===== src/design/imu_angle_frame_parser_assert.svh =====
// Assertion macros shared by the angle frame parser RTL.
// Each macro expects signals named clk and rst in the scope where it is used.
`ifndef IMU_ANGLE_FRAME_PARSER_ASSERT_SVH
`define IMU_ANGLE_FRAME_PARSER_ASSERT_SVH

// The consequent must hold in the same cycle as the antecedent.
`define IAFP_ASSERT_NOW(label, ante, cons) \
  label: assert property (@(posedge clk) disable iff (rst) (ante) |-> (cons)) \
    else $error("frame parser check failed");

// The consequent must hold in the cycle after the antecedent.
`define IAFP_ASSERT_NEXT(label, ante, cons) \
  label: assert property (@(posedge clk) disable iff (rst) (ante) |=> (cons)) \
    else $error("frame parser check failed");

`endif


===== src/design/iafp_pkg.sv =====
// Package of the angle frame parser: frame layout constants, register
// indexes and the frame view struct. No dependencies.
`default_nettype none

package iafp_pkg;

  localparam int unsigned BYTE_W     = 8;
  localparam int unsigned ANGLE_W    = 16;
  localparam int unsigned POS_W      = 4;
  localparam int unsigned CFG_IDX_W  = 1;
  localparam int unsigned FRAME_CELLS = 9;
  localparam int unsigned ANGLE_BYTES = 6;

  localparam logic [POS_W-1:0] POS_SYNC  = 4'd0;
  localparam logic [POS_W-1:0] POS_FIRST = 4'd1;
  localparam logic [POS_W-1:0] POS_LAST  = 4'd10;

  localparam logic [BYTE_W-1:0] SYNC_RESET = 8'h55;
  localparam logic [BYTE_W-1:0] TYPE_RESET = 8'h53;

  localparam logic [CFG_IDX_W-1:0] CFG_SYNC_BYTE  = 1'b0;
  localparam logic [CFG_IDX_W-1:0] CFG_FRAME_TYPE = 1'b1;

  typedef logic [BYTE_W-1:0] byte_t;

  typedef struct packed {
    byte_t                      type_seen;
    byte_t [ANGLE_BYTES-1:0]    angle;
  } frame_view_t;

endpackage

`default_nettype wire


===== src/design/iafp_byte_cell.sv =====
// One storage cell of the frame shift row: holds one received byte and
// passes it to the next cell on every shift. Uses iafp_pkg.
`default_nettype none

module iafp_byte_cell (
  input  wire logic          clk,
  input  wire logic          shift_en,
  input  wire iafp_pkg::byte_t d_in,
  output iafp_pkg::byte_t    q
);
  import iafp_pkg::*;

  always_ff @(posedge clk) begin
    if (shift_en) begin
      q <= d_in;
    end
  end

endmodule

`default_nettype wire


===== src/design/iafp_cell_row.sv =====
// Row of byte cells holding frame bytes 1 to 9, newest byte in cell zero.
// Depends on iafp_pkg and iafp_byte_cell.
`default_nettype none

module iafp_cell_row (
  input  wire logic            clk,
  input  wire logic            shift_en,
  input  wire iafp_pkg::byte_t d_in,
  output iafp_pkg::frame_view_t view
);
  import iafp_pkg::*;

  byte_t cell_q [FRAME_CELLS];

  for (genvar i = 0; i < FRAME_CELLS; i++) begin : g_cell
    if (i == 0) begin : g_head
      iafp_byte_cell u_cell (
        .clk      (clk),
        .shift_en (shift_en),
        .d_in     (d_in),
        .q        (cell_q[i])
      );
    end else begin : g_tail
      iafp_byte_cell u_cell (
        .clk      (clk),
        .shift_en (shift_en),
        .d_in     (cell_q[i-1]),
        .q        (cell_q[i])
      );
    end
  end

  // Frame byte k sits in cell 9 - k once byte 9 has been shifted in.
  always_comb begin
    view.type_seen = cell_q[FRAME_CELLS-1];
    for (int j = 0; j < ANGLE_BYTES; j++) begin
      view.angle[j] = cell_q[FRAME_CELLS-2-j];
    end
  end

endmodule

`default_nettype wire


===== src/design/imu_angle_frame_parser.sv =====
// Top level of the angle frame parser: sync search, checksum, type check and
// output register. Depends on iafp_pkg, iafp_cell_row and the assertion header.
//
//   channel  direction  request payload
//   s_*      in         rx_byte in s_tdata
//   m_*      out        roll, pitch and yaw in m_tdata
//   cfg_*    in         register index and write data
//
// A new request is taken each cycle while the input is not stalled.
// A frame that passes both checks is presented in the cycle after its last byte.
// Input stalls only while a result waits in the output register and m_tready is low.
// Reset clears the frame position, the checksum and the output valid flag.
`default_nettype none
`include "imu_angle_frame_parser_assert.svh"

module imu_angle_frame_parser (
  input  wire logic        clk,
  input  wire logic        rst,
  input  wire logic        s_tvalid,
  output logic             s_tready,
  input  wire logic [7:0]  s_tdata,   // [7:0] rx_byte
  output logic             m_tvalid,
  input  wire logic        m_tready,
  output logic [47:0]      m_tdata,   // [15:0] roll_raw, [31:16] pitch_raw, [47:32] yaw_raw
  input  wire logic        cfg_valid,
  output logic             cfg_ready,
  input  wire logic [iafp_pkg::CFG_IDX_W-1:0] cfg_index,
  input  wire logic [7:0]  cfg_data
);
  import iafp_pkg::*;

  byte_t            sync_byte;
  byte_t            frame_type;
  logic [POS_W-1:0] pos;
  logic [POS_W-1:0] pos_next;
  byte_t            sum;
  byte_t            sum_next;
  logic             in_fire;
  logic             pos_final;
  logic             shift_en;
  logic             emit;
  frame_view_t      view;

  assign cfg_ready = 1'b1;
  assign s_tready  = !m_tvalid || m_tready;
  assign in_fire   = s_tvalid && s_tready;
  assign pos_final = (pos >= POS_LAST);

  always_ff @(posedge clk) begin
    if (rst) begin
      sync_byte  <= SYNC_RESET;
      frame_type <= TYPE_RESET;
    end else if (cfg_valid && cfg_ready) begin
      unique case (cfg_index)
        CFG_SYNC_BYTE:  sync_byte  <= cfg_data;
        CFG_FRAME_TYPE: frame_type <= cfg_data;
        default: ;
      endcase
    end
  end

  always_comb begin
    pos_next = pos;
    sum_next = sum;
    shift_en = 1'b0;
    emit     = 1'b0;
    if (in_fire) begin
      priority if (pos == POS_SYNC) begin
        if (s_tdata == sync_byte) begin
          pos_next = POS_FIRST;
          sum_next = s_tdata;
        end
      end else if (!pos_final) begin
        pos_next = pos + POS_FIRST;
        sum_next = sum + s_tdata;
        shift_en = 1'b1;
      end else begin
        pos_next = POS_SYNC;
        emit     = (sum == s_tdata) && (view.type_seen == frame_type);
      end
    end
  end

  always_ff @(posedge clk) begin
    if (rst) begin
      pos <= POS_SYNC;
      sum <= '0;
    end else begin
      pos <= pos_next;
      sum <= sum_next;
    end
  end

  iafp_cell_row u_row (
    .clk      (clk),
    .shift_en (shift_en),
    .d_in     (s_tdata),
    .view     (view)
  );

  always_ff @(posedge clk) begin
    if (rst) begin
      m_tvalid <= 1'b0;
    end else if (emit) begin
      m_tvalid <= 1'b1;
    end else if (m_tready) begin
      m_tvalid <= 1'b0;
    end
  end

  always_ff @(posedge clk) begin
    if (emit) begin
      m_tdata <= {view.angle[5], view.angle[4], view.angle[3],
                  view.angle[2], view.angle[1], view.angle[0]};
    end
  end

  `IAFP_ASSERT_NOW(a_pos_range, 1'b1, pos <= POS_LAST)
  `IAFP_ASSERT_NOW(a_result_from_final, $rose(m_tvalid), $past(in_fire && pos_final))
  `IAFP_ASSERT_NEXT(a_drop_unsynced, in_fire && (pos == POS_SYNC) && (s_tdata != sync_byte),
                    pos == POS_SYNC)

endmodule

`default_nettype wire

===== config.mk =====
export PLATFORM = sky130hd
export DESIGN_NAME = imu_angle_frame_parser
export DESIGN_NICKNAME = d
export VERILOG_FILES = /design/src/design/iafp_pkg.sv /design/src/design/iafp_byte_cell.sv /design/src/design/iafp_cell_row.sv /design/src/design/imu_angle_frame_parser.sv
export VERILOG_INCLUDE_DIRS = /design/src /design/src/design
export SDC_FILE = /design/constraint.sdc
export NUM_CORES = 1
export LEC_CHECK = 0
export BUFFER_PORTS_ARGS = -buffer_cell sky130_fd_sc_hd__clkbuf_2
export CELL_PAD_IN_SITES_DETAIL_PLACEMENT = 1
export CELL_PAD_IN_SITES_GLOBAL_PLACEMENT = 2
export CORE_MARGIN = 2
export CORE_UTILIZATION = 37
export DETAILED_ROUTE_END_ITERATION = 10
export GPL_ROUTABILITY_DRIVEN = 0
export GPL_TIMING_DRIVEN = 1
export PLACE_DENSITY = 0.71
export REMOVE_ABC_BUFFERS = 1
export SYNTH_ARGS = -nofsm -noshare
export SYNTH_HDL_FRONTEND = slang
export SYNTH_HIERARCHICAL = 1
export SYNTH_SLANG_ARGS = --single-unit

===== constraint.sdc =====
create_clock -name clk -period 6.55 [get_ports clk]
set_input_delay 0.3275 -clock clk [delete_from_list [all_inputs] [get_ports clk]]
set_output_delay 0.3275 -clock clk [all_outputs]
set_load 0.05 [all_outputs]

Yosys cells after proc, flatten, opt, wreduce, memory -nomap -nowiden
Index checks and enable logic that the tools add are counted.
{"block": "word_totals", "reg_bits": 149, "latch_bits": 0, "ramBits": 0, "rom_bits": 0, "inputBits": 22, "output_inout_bits": 51, "elab_cells": 48, "mem_count": 0}
{"block": "op_classes", "addsub": 2, "n_mul": 0, "div_mod_pow": 0, "magnitude_cmp": 1, "n_eq_ne": 5, "n_shift": 0, "n_mux": 14, "bitwise": 1, "reduce_logical": 10}
{"cell": "$eq 8x8->1", "n": 3}
{"cell": "$mux 8", "n": 3}
{"cell": "$mux 4", "n": 3}
{"cell": "$add 8x8->8", "n": 1}
{"cell": "$mux 1", "n": 8}
{"cell": "$reduce_and 2->1", "n": 3}
{"cell": "$add 4x1->4 const B", "n": 1}
{"cell": "$ge 4x4->1 const B", "n": 1}
{"cell": "$logic_not 4->1", "n": 1}
{"cell": "$ne 2x1->1 const B", "n": 2}
{"cell": "$reduce_and 3->1", "n": 1}
{"cell": "$logic_and 1x1->1", "n": 2}
{"cell": "$reduce_bool 2->1", "n": 1}
{"cell": "$logic_not 1->1", "n": 1}
{"cell": "$logic_or 1x1->1", "n": 1}
{"cell": "$not 1->1", "n": 1}

Depth between registers and ports, before layout
Gate-level depths: netlist of the first run.
{"block": "depth", "word_depth": 6, "depth_mapped": 10, "depth_no_buf": 10}

Cells and area by module
Netlist of the first run, hierarchy kept.
{"mod": "imu_angle_frame_parser", "n_inst": 1, "cells_per_inst": 256, "area_per_inst_um2": 3273.1, "seq_area_each_um2": 2021.9}
{"mod": "iafp_byte_cell", "n_inst": 9, "cells_per_inst": 8, "area_per_inst_um2": 240.2, "seq_area_each_um2": 240.2}

Least setup slack after synthesis of the first run
Ideal clock, no wire load.
{"block": "synth_path", "path_kind": "register to register", "startpoint": "register m_tvalid", "endpoint": "register m_tdata[0], enable pin", "setup_time_ns": 0.576, "arrival_time_ns": 5.986, "required_ns": 5.974, "path_slack_ns": -0.012, "stages_incl_launch_ff": 6, "n_path_buf": 1, "period_less_slack_ns": 6.562, "cell_sequence": "dfxtp_1 -> nand2_1 -> and2_1 -> clkbuf_1 -> nand2_1 -> nor4_1"}
{"block": "synth_between", "elab_chain_cells": 4}
{"item": "start: declaration", "line": "imu_angle_frame_parser.sv:22", "rtl": "output logic m_tvalid,"}
{"item": "start signal: assignment", "line": "imu_angle_frame_parser.sv:103", "rtl": "m_tvalid <= 1'b0;"}
{"item": "start signal: assignment", "line": "imu_angle_frame_parser.sv:105", "rtl": "m_tvalid <= 1'b1;"}
{"item": "start signal: assignment", "line": "imu_angle_frame_parser.sv:107", "rtl": "m_tvalid <= 1'b0;"}
{"item": "$logic_not 1->1", "line": "imu_angle_frame_parser.sv:45", "rtl": "assign s_tready = !m_tvalid || m_tready;"}
{"item": "$logic_or 1x1->1", "line": "imu_angle_frame_parser.sv:45"}
{"item": "net s_tready", "line": "imu_angle_frame_parser.sv:20", "rtl": "output logic s_tready,"}
{"item": "$logic_and 1x1->1", "line": "imu_angle_frame_parser.sv:46", "rtl": "assign in_fire = s_tvalid && s_tready;"}
{"item": "$mux 1", "line": "imu_angle_frame_parser.sv:67", "rtl": "if (in_fire) begin"}
{"item": "net emit", "line": "imu_angle_frame_parser.sv:41", "rtl": "logic emit;"}
{"item": "end signal: assignment", "line": "imu_angle_frame_parser.sv:113", "rtl": "m_tdata <= {view.angle[5], view.angle[4], view.angle[3],"}
{"item": "end: declaration", "line": "imu_angle_frame_parser.sv:24", "rtl": "output logic [47:0] m_tdata,"}
The timed path passes the listed nets, and every way through them passes these cells.
A chain may end at the register's enable or synchronous reset.

Final worst setup path of the first run
{"block": "layout_path", "startpoint": "register pos[0]", "endpoint": "register u_row.g_cell[7].g_tail.u_cell.q[2], enable pin"}
{"block": "layout_between", "elab_chain_cells": 4, "word_cells_on_any_way": 5, "cone_classes": "order compare (1); mux (3); reduce/logical (1)"}
{"item": "start: declaration", "line": "imu_angle_frame_parser.sv:34", "rtl": "logic [POS_W-1:0] pos;"}
{"item": "start signal: assignment", "line": "imu_angle_frame_parser.sv:89", "rtl": "pos <= pos_next;"}
{"item": "$ge 4x4->1", "line": "imu_angle_frame_parser.sv:47", "rtl": "assign pos_final = (pos >= POS_LAST);"}
{"item": "$mux 1", "line": "imu_angle_frame_parser.sv:73", "rtl": "end else if (!pos_final) begin"}
{"item": "$mux 1 *", "line": "imu_angle_frame_parser.sv:68", "rtl": "priority if (pos == POS_SYNC) begin"}
{"item": "$mux 1 *", "line": "imu_angle_frame_parser.sv:67"}
{"item": "net shift_en", "line": "imu_angle_frame_parser.sv:40", "rtl": "logic shift_en;"}
{"item": "end signal: assignment", "line": "iafp_byte_cell.sv:15", "rtl": "q <= d_in;"}
{"item": "end: declaration", "line": "iafp_byte_cell.sv:9", "rtl": "output iafp_pkg::byte_t q"}
The timed path passes the listed nets; every way through them passes the cells marked *.

==> metrics.txt, run 1 <==
Fill cells=1456; area delta synth->final=19.45%; core area=14420 um2; Placed Area=5956 um2; Post-CTS Resized=0; antenna-violating nets left=0; Synth warnings=6; Synth Area per Inst=16.57 um2; Tightest Hold Check Type=in -> reg; FF-to-FF setup slack=4.25 ns; Critical Path End Type=register; TNS Setup=0 ns; Worst IR Drop VDD=172.9 uV; clock sink total=149; crit path cell chain=inv_1 > ha_1 > o31ai_4 > and3_4; routed len/inst=16.60 um; Yosys cell types=46; clk root buf=clkbuf_16; Clock Skew=0.007193 ns; Synth Cell Area=5435 um2; Die Y=125.2 um; final worst path period share=35.15%; DIE AREA=15680 um2; CP max-delay cell=and3_4; initial antenna violation count=0; Initial DRT Pass Iterations=4; DR vias=2893; R2R Path End=u_row/g_cell[7].g_tail.u_cell/q[2]; CTS buffer count=17; worst relative slew slack=31.14%; clk slew on worst S/H paths=0.06 ns; Starting Density=37.68%; Synth Flop Type=edfxtp_1; CTS H-Tree Depth=4; Hold Vio Cnt, Final=0; CP Launch Point=pos[0]; pin count of the biggest net entering global routing=74; Largest stage delay, worst path=0.87 ns; Final Setup Violations=0; worst path required time=6.58 ns; WP data arrival=2.33 ns; worst r2r src=pos[0]; share of cells above drive strength 1=26.60%; RSZ-0062 raised after global routing=false; Die X=125.2 um; leakage power=2.343 nW; cell count after synthesis=328; area of the multi-input gates=1137 um2; first-pass GRT wire length=16130 um; PortBufs=71; vias per cell=4.782; Reg area=4184 um2; vias in the first global route=2949; worst skew pair latency=0.41 ns; total wire length=10040 um; nets=441; post-route design area=6492 um2; worst r2r path cells=4; Max Slew Vio Count=0; CTS tree=yes; worst-path maximum fanout=73; Pwr Density=302.1 nW/um2; Post-synth EDFFs=120; dpl hpwl=6647 um; Boundary Pins=73; DR iter-0 viols=170; register area share after synthesis=76.98%; Clock Path Buffers=2; Max Cap Violations=0; CP Class=reg -> reg; CP Launch Type=register; FFs w/ async S/R, synth=0%; All-Layer GR Usage=13.73%; FF+latch count, synth=149; Max Clock Freq=434.3 MHz; worst slew pin tran=1.031 ns; crit path to=u_row/g_cell[7].g_tail.u_cell/q[2]; Tmin final=2.302 ns; hold path cells=2; Antenna diodes=0; Post-CTS Hold Fix Bufs=0; Setup Buffers After CTS=0; drt drc=0; GRT overflow=0; row count=44; run status=finished clean
==> per-layer routing <==
layer / vias to the layer above / wire length (um) / track usage, %
li1: 1385 / - / -
met1: 1429 / 4767 / 18.58
met2: 65 / 4660 / 20.43
met3: 14 / 421 / 4.322
met4: 0 / 192 / 6.078
met5: - / 0 / 0
==> state kept, by name (all words and copies together), names as in the netlist <==
register and cells:
sync_byte 8, m_tdata 48, u_row/g_cell.g_head.u_cell/q 8, frame_type 8, pos 4, sum 8
u_row/g_cell.g_tail.u_cell/q 64, m_tvalid 1
==> synth_stat cells (2+ instances only) <==
| cell type | n | area (um2) |
|---|---|---|
| a311oi_1 | 5 | 43.79 |
| nor2_2 | 2 | 12.51 |
| or3_1 | 2 | 12.51 |
| ha_1 | 10 | 125.1 |
| inv_1 | 9 | 33.78 |
| xnor2_1 | 9 | 78.83 |
| and3_1 | 7 | 43.79 |
| a211o_1 | 8 | 70.07 |
| dfxtp_1 | 29 | 580.6 |
| nand2_1 | 24 | 90.09 |
| nand4_1 | 2 | 12.51 |
| mux2i_1 | 7 | 70.07 |
| nor3_1 | 3 | 15.01 |
| xor2_1 | 9 | 78.83 |
| o21ai_2 | 2 | 17.52 |
| o21ai_0 | 5 | 25.02 |
| nor2b_1 | 6 | 37.54 |
| a211oi_2 | 2 | 25.02 |
| buf_6 | 2 | 22.52 |
| buf_2 | 2 | 10.01 |
| nand3_1 | 7 | 35.03 |
| clkbuf_1 | 5 | 18.77 |
| and2_1 | 2 | 12.51 |
| nor4_1 | 4 | 25.02 |
| a21oi_1 | 9 | 45.04 |
| edfxtp_1 | 120 | 3603 |
| nor2_1 | 17 | 63.81 |
==> cells in the final DEF, fill, tap and decap left out, types with 3 or more instances in the layout <==
cell type	Yosys	layout
xnor2_1	9	9
clkinv_2	0	4
and3_1	7	6
clkbuf_2	0	71
clkbuf_1	5	7
nor2b_1	6	6
nor4_1	4	3
o21ai_0	5	5
nand2_1	24	24
mux2i_1	7	7
a211o_1	8	8
inv_1	9	9
nor2_1	17	17
edfxtp_1	120	120
nor3_1	3	3
ha_1	10	10
a21oi_1	9	9
clkbuf_16	0	17
nand3_1	7	7
xor2_1	9	9
a311oi_1	5	5
dfxtp_1	29	29
==> report_power, final <==
part           switching, mW  leakage (nW)  internal, mW  total [mW]
combinational         0.0320         0.766        0.0222      0.0542
sequential           0.00500          1.31          1.02        1.02
clock                  0.344         0.262         0.540       0.884
total                  0.381          2.34          1.58        1.96
==> worst min path at each step <==
stage,startpoint,end,slack (ns)
finish,cfg_data[0],sync_byte[0],0.16
detailed placement,u_row/g_cell[1].g_tail.u_cell/q[6],u_row/g_cell[2].g_tail.u_cell/q[6],0.41
CTS,cfg_data[0],sync_byte[0],0.15
floorplan,rst,sum[2],0.39
global route,cfg_data[0],sync_byte[0],0.16
global placement,u_row/g_cell[0].g_head.u_cell/q[1],u_row/g_cell[1].g_tail.u_cell/q[1],0.40
==> area by class of cell <==
| type | count | area share (%) |
|---|---|---|
| sequential | 149 | 64.44 |
| multi-input combinational | 158 | 17.52 |
| clock buffer | 26 | 7.381 |
| timing repair buffer | 73 | 5.704 |
| tap | 184 | 3.546 |
| clock inverter | 6 | 0.8865 |
| inverter | 9 | 0.5203 |
==> metrics by stage <==
step / setup slack [ns] / total power, mW / utilization, % / cells / hold slack, ns
final: 4.248 / 1.961 / 45.01 / 605 / 0.1591
after global routing: 4.025 / 2.037 / 45.01 / 605 / 0.1639
after CTS: 4.194 / 1.985 / 45.01 / 605 / 0.1495
after detailed placement: 4.195 / 1.097 / 41.29 / 573 / 0.4055
after global placement: 4.321 / 1.096 / 41.29 / 573 / 0.4028
after floorplan: 0.08325 / 1.073 / - / 316 / 0.3921
==> kinds of logic after synthesis <==
| family | after synthesis | share of synthesized area [%] |
|---|---|---|
| adder cells (fa/ha/maj) | 11 | 2.670 |
| XOR/XNOR | 19 | 3.200 |
| other | 1 | 0.06899 |
| AO/OA/AOI/OAI | 42 | 6.469 |
| flip-flops | 149 | 76.98 |
| buffers and inverters | 21 | 2.302 |
| multiplexers | 7 | 1.289 |
| AND/OR/NAND/NOR | 78 | 7.021 |
==> critical path: cells and delay by family (launching register included) <==
| kind | cells | cell delay (ns) |
|---|---|---|
| flip-flops | 1 | 0.41 |
| AND/OR/NAND/NOR | 1 | 0.87 |
| AO/OA/AOI/OAI | 1 | 0.24 |
| buffers and inverters | 1 | 0.10 |
| adder cells (fa/ha/maj) | 1 | 0.23 |
No activity file was read; power rests on OpenSTA's default activity.
==> run 2, diff against run 1 <==
==> constraint.sdc (replaced) <==
create_clock -name clk -period 1.9 [get_ports clk]
set_input_delay 0.095 -clock clk [delete_from_list [all_inputs] [get_ports clk]]
set_output_delay 0.095 -clock clk [all_outputs]
set_load 0.05 [all_outputs]
==> run 2 against run 1 <==
Net effect:
- clock power rose to 4.0 times the previous value
- first-iteration DRC count is 39% higher
- register-to-register slack lost 4.3 ns
- sequential cell count unchanged
- core utilization rose by 5.7 points
- the run now ends with setup timing left
- wire length up 16%
- setup slack got worse by 4.3 ns
- die area is the same
- via count grew 8.9%
- count of clock-buffer cells in the layout is 9 lower
- final cell count up 7.8%
- largest power group is now the clock network
- critical path type unchanged
- sequential power rose to 3.5 times the previous value
==> metrics.txt, run 2 (same netlist as run 1, synthesis figures left out) <==
CTS H-Tree Depth=4 (unchanged); PortBufs=71 (unchanged); leakage power=2.682 nW (+14%); Setup WS post-layout=-0.06194 ns (-4.310 ns); CP Depth=7 (+3); vias in the first global route=3456 (+17%); worst skew pair latency=0.42 ns (about the same); final worst path period share=103.3% (+68 points); dpl hpwl=7509 um (+13%); FF-to-FF setup slack=-0.06 ns (-4.31 ns); crit path cell chain=xor2_1 > nor4_2 > nand2_1 > nor4_2 > buf_4 > buf_12 > clkbuf_16; Clock Path Buffers=2 (unchanged); P_sw=1.482 mW (+290%); violated checks=setup timing; GRT overflow=0 (unchanged); core area=14420 um2 (unchanged); DIE AREA=15680 um2 (unchanged); Final Setup Violations=49 (+49); row count=44 (unchanged); worst slew pin tran=0.7278 ns (-0.3031 ns); Final Total Pwr=7.321 mW (+270%); clock sink total=149 (unchanged); routed len/inst=17.82 um (+7.4%); Tmin final=1.962 ns (-0.3404 ns); CP Launch Point=u_row/g_cell[8].g_tail.u_cell/q[5]; switching portion of total power=20.24% (+0.81 points); Die Y=125.2 um (unchanged); Die X=125.2 um (unchanged); CP max-delay cell=edfxtp_1; CTS buffer count=17 (unchanged); Reg area=4190 um2 (+0.15%); Critical Path End Type=register; biggest regs=u_row/g_cell.g_tail.u_cell/q: 64 flops, m_tdata: 48 flops; worst r2r src=u_row/g_cell[8].g_tail.u_cell/q[5]; initial antenna violation count=0 (unchanged); Pwr Density=1001 nW/um2 (+230%); most common cell after layout, fill and taps aside=edfxtp_1; Antenna diodes=0 (unchanged); crit path to=m_tdata[41]; antenna-violating nets left=0 (unchanged); largest reg by FF count=u_row/g_cell.g_tail.u_cell/q; worst r2r path cells=7 (+3); pin count of the biggest net entering global routing=36 (-51%); Boundary Pins=73 (unchanged); clk root buf=clkbuf_16; Top Family by Delay on Critical Path=simple AND/OR/NAND/NOR gates; dpl ws=-0.1724 ns (-4.367 ns); Max Cap Violations=0 (unchanged); CP Buf/Inv Count=3 (+2); first-pass GRT wire length=18760 um (+16%); WP data arrival=2.10 ns (-0.23 ns); vias per cell=4.833 (+1.1%); total wire length=11620 um (+16%); CTS tree=yes; Clock Skew=0.009757 ns (+0.002564 ns); combinational share of power=3.5% (+0.7 points); Starting Density=37.68% (unchanged); RSZ-0062 raised after global routing=true; nets=488 (+11%); All-Layer GR Usage=15.92% (+2.2 points); Placed Area=6181 um2 (+3.8%); run status=finished, violations left; CP Launch Type=register; Fill cells=1402 (-3.7%); cell mode on critical path=nor4_2; worst relative slew slack=51.48% (+20 points); worst-path maximum fanout=5 (-93%); DR vias=3151 (+8.9%); Worst IR Drop VDD=625.9 uV (+260%); clk slew on worst S/H paths=0.06 ns (about the same); drt drc=0 (unchanged); area of the multi-input gates=1282 um2 (+13%); R2R Path End=m_tdata[41]; number of flip-flops in the largest register=64 (unchanged); Max Slew Vio Count=0 (unchanged); Hold Crit Start=s_tdata[5]; commonest cells after routing, fill and taps aside=120 x edfxtp_1, 71 x clkbuf_2, 24 x dfxtp_1, 24 x buf_4, 23 x nand2_1; Int Power=5.839 mW (+270%); worst path required time=2.03 ns (-4.55 ns); share of cells above drive strength 1=38.03% (+11 points); Largest stage delay, worst path=0.37 ns (-0.50 ns); Hold Vio Cnt, Final=0 (unchanged); CP Class=reg -> reg; Max Clock Freq=509.7 MHz (+17%); fin util=50.69% (+5.7 points); Clock power frac=48.3% (+3.2 points); Initial DRT Pass Iterations=6 (+2); Tightest Hold Check Type=in -> reg; post-route design area=7312 um2 (+13%); area delta synth->final=34.53%; share of power burned in registers=48.1% (-4.1 points); DR iter-0 viols=237 (+39%)
## run 2: routing by layer
layer	track usage [%]	part of all wire (%)	vias to the layer above	wire, um
li1	-	-	1480	-
met1	20.94	46	1587	5365
met5	0	0	-	0
met2	24.97	49	69	5640
met3	5.135	4.0	15	463
met4	5.621	1.3	0	149
## run 2: worst min-delay path by stage
| stage | cells past startpoint | end | slack, ns |
|---|---|---|---|
| after global placement | 2 | sync_byte[4] | 0.35 |
| after floorplan | 1 | sum[2] | 0.16 |
| after CTS | 2 | u_row/g_cell[0].g_head.u_cell/q[5] | 0.0006 |
| final | 2 | u_row/g_cell[0].g_head.u_cell/q[5] | 0.02 |
| after detailed placement | 2 | sync_byte[0] | 0.35 |
| after global routing | 2 | u_row/g_cell[0].g_head.u_cell/q[5] | 0.001 |
## run 2: power groups by stage
stage,clock network (mW),logic [mW],registers (mW)
finish,3.54,0.258,3.52
global route,3.75,0.286,3.53
CTS,3.61,0.254,3.52
detailed placement,0,0.217,3.59
global placement,0,0.212,3.59
floorplan,0,0.108,3.59
## run 2: through the flow
step,std cells,TNS (ns),hold slack (ns)
after floorplan,316,-336.06,0.1596
after global placement,598,-8.160,0.3498
after detailed placement,598,-8.137,0.3465
after CTS,649,-3.103,0.0006056
after global routing,652,-5.542,0.001430
final,652,-1.660,0.01835
## run 2: final cells by class
class	count	area share, %
clock buffers	17	5.818
flip-flops and latches	149	57.31
clock inverters	15	2.806
well taps	184	3.149
repair buffers	120	12.92
multi-input cells	158	17.54
inverters	9	0.4620
## run 2: what timing repair did
action / CTS / global route
endpoints found under the setup margin: 51 / 93
hold buffers: 10 / 0
gates cloned: 4 / 1
buffers inserted: 5 / 3
gates resized for setup: 33 / 10
endpoints found under the hold margin: 14 / 0
pin swaps: 14 / 10
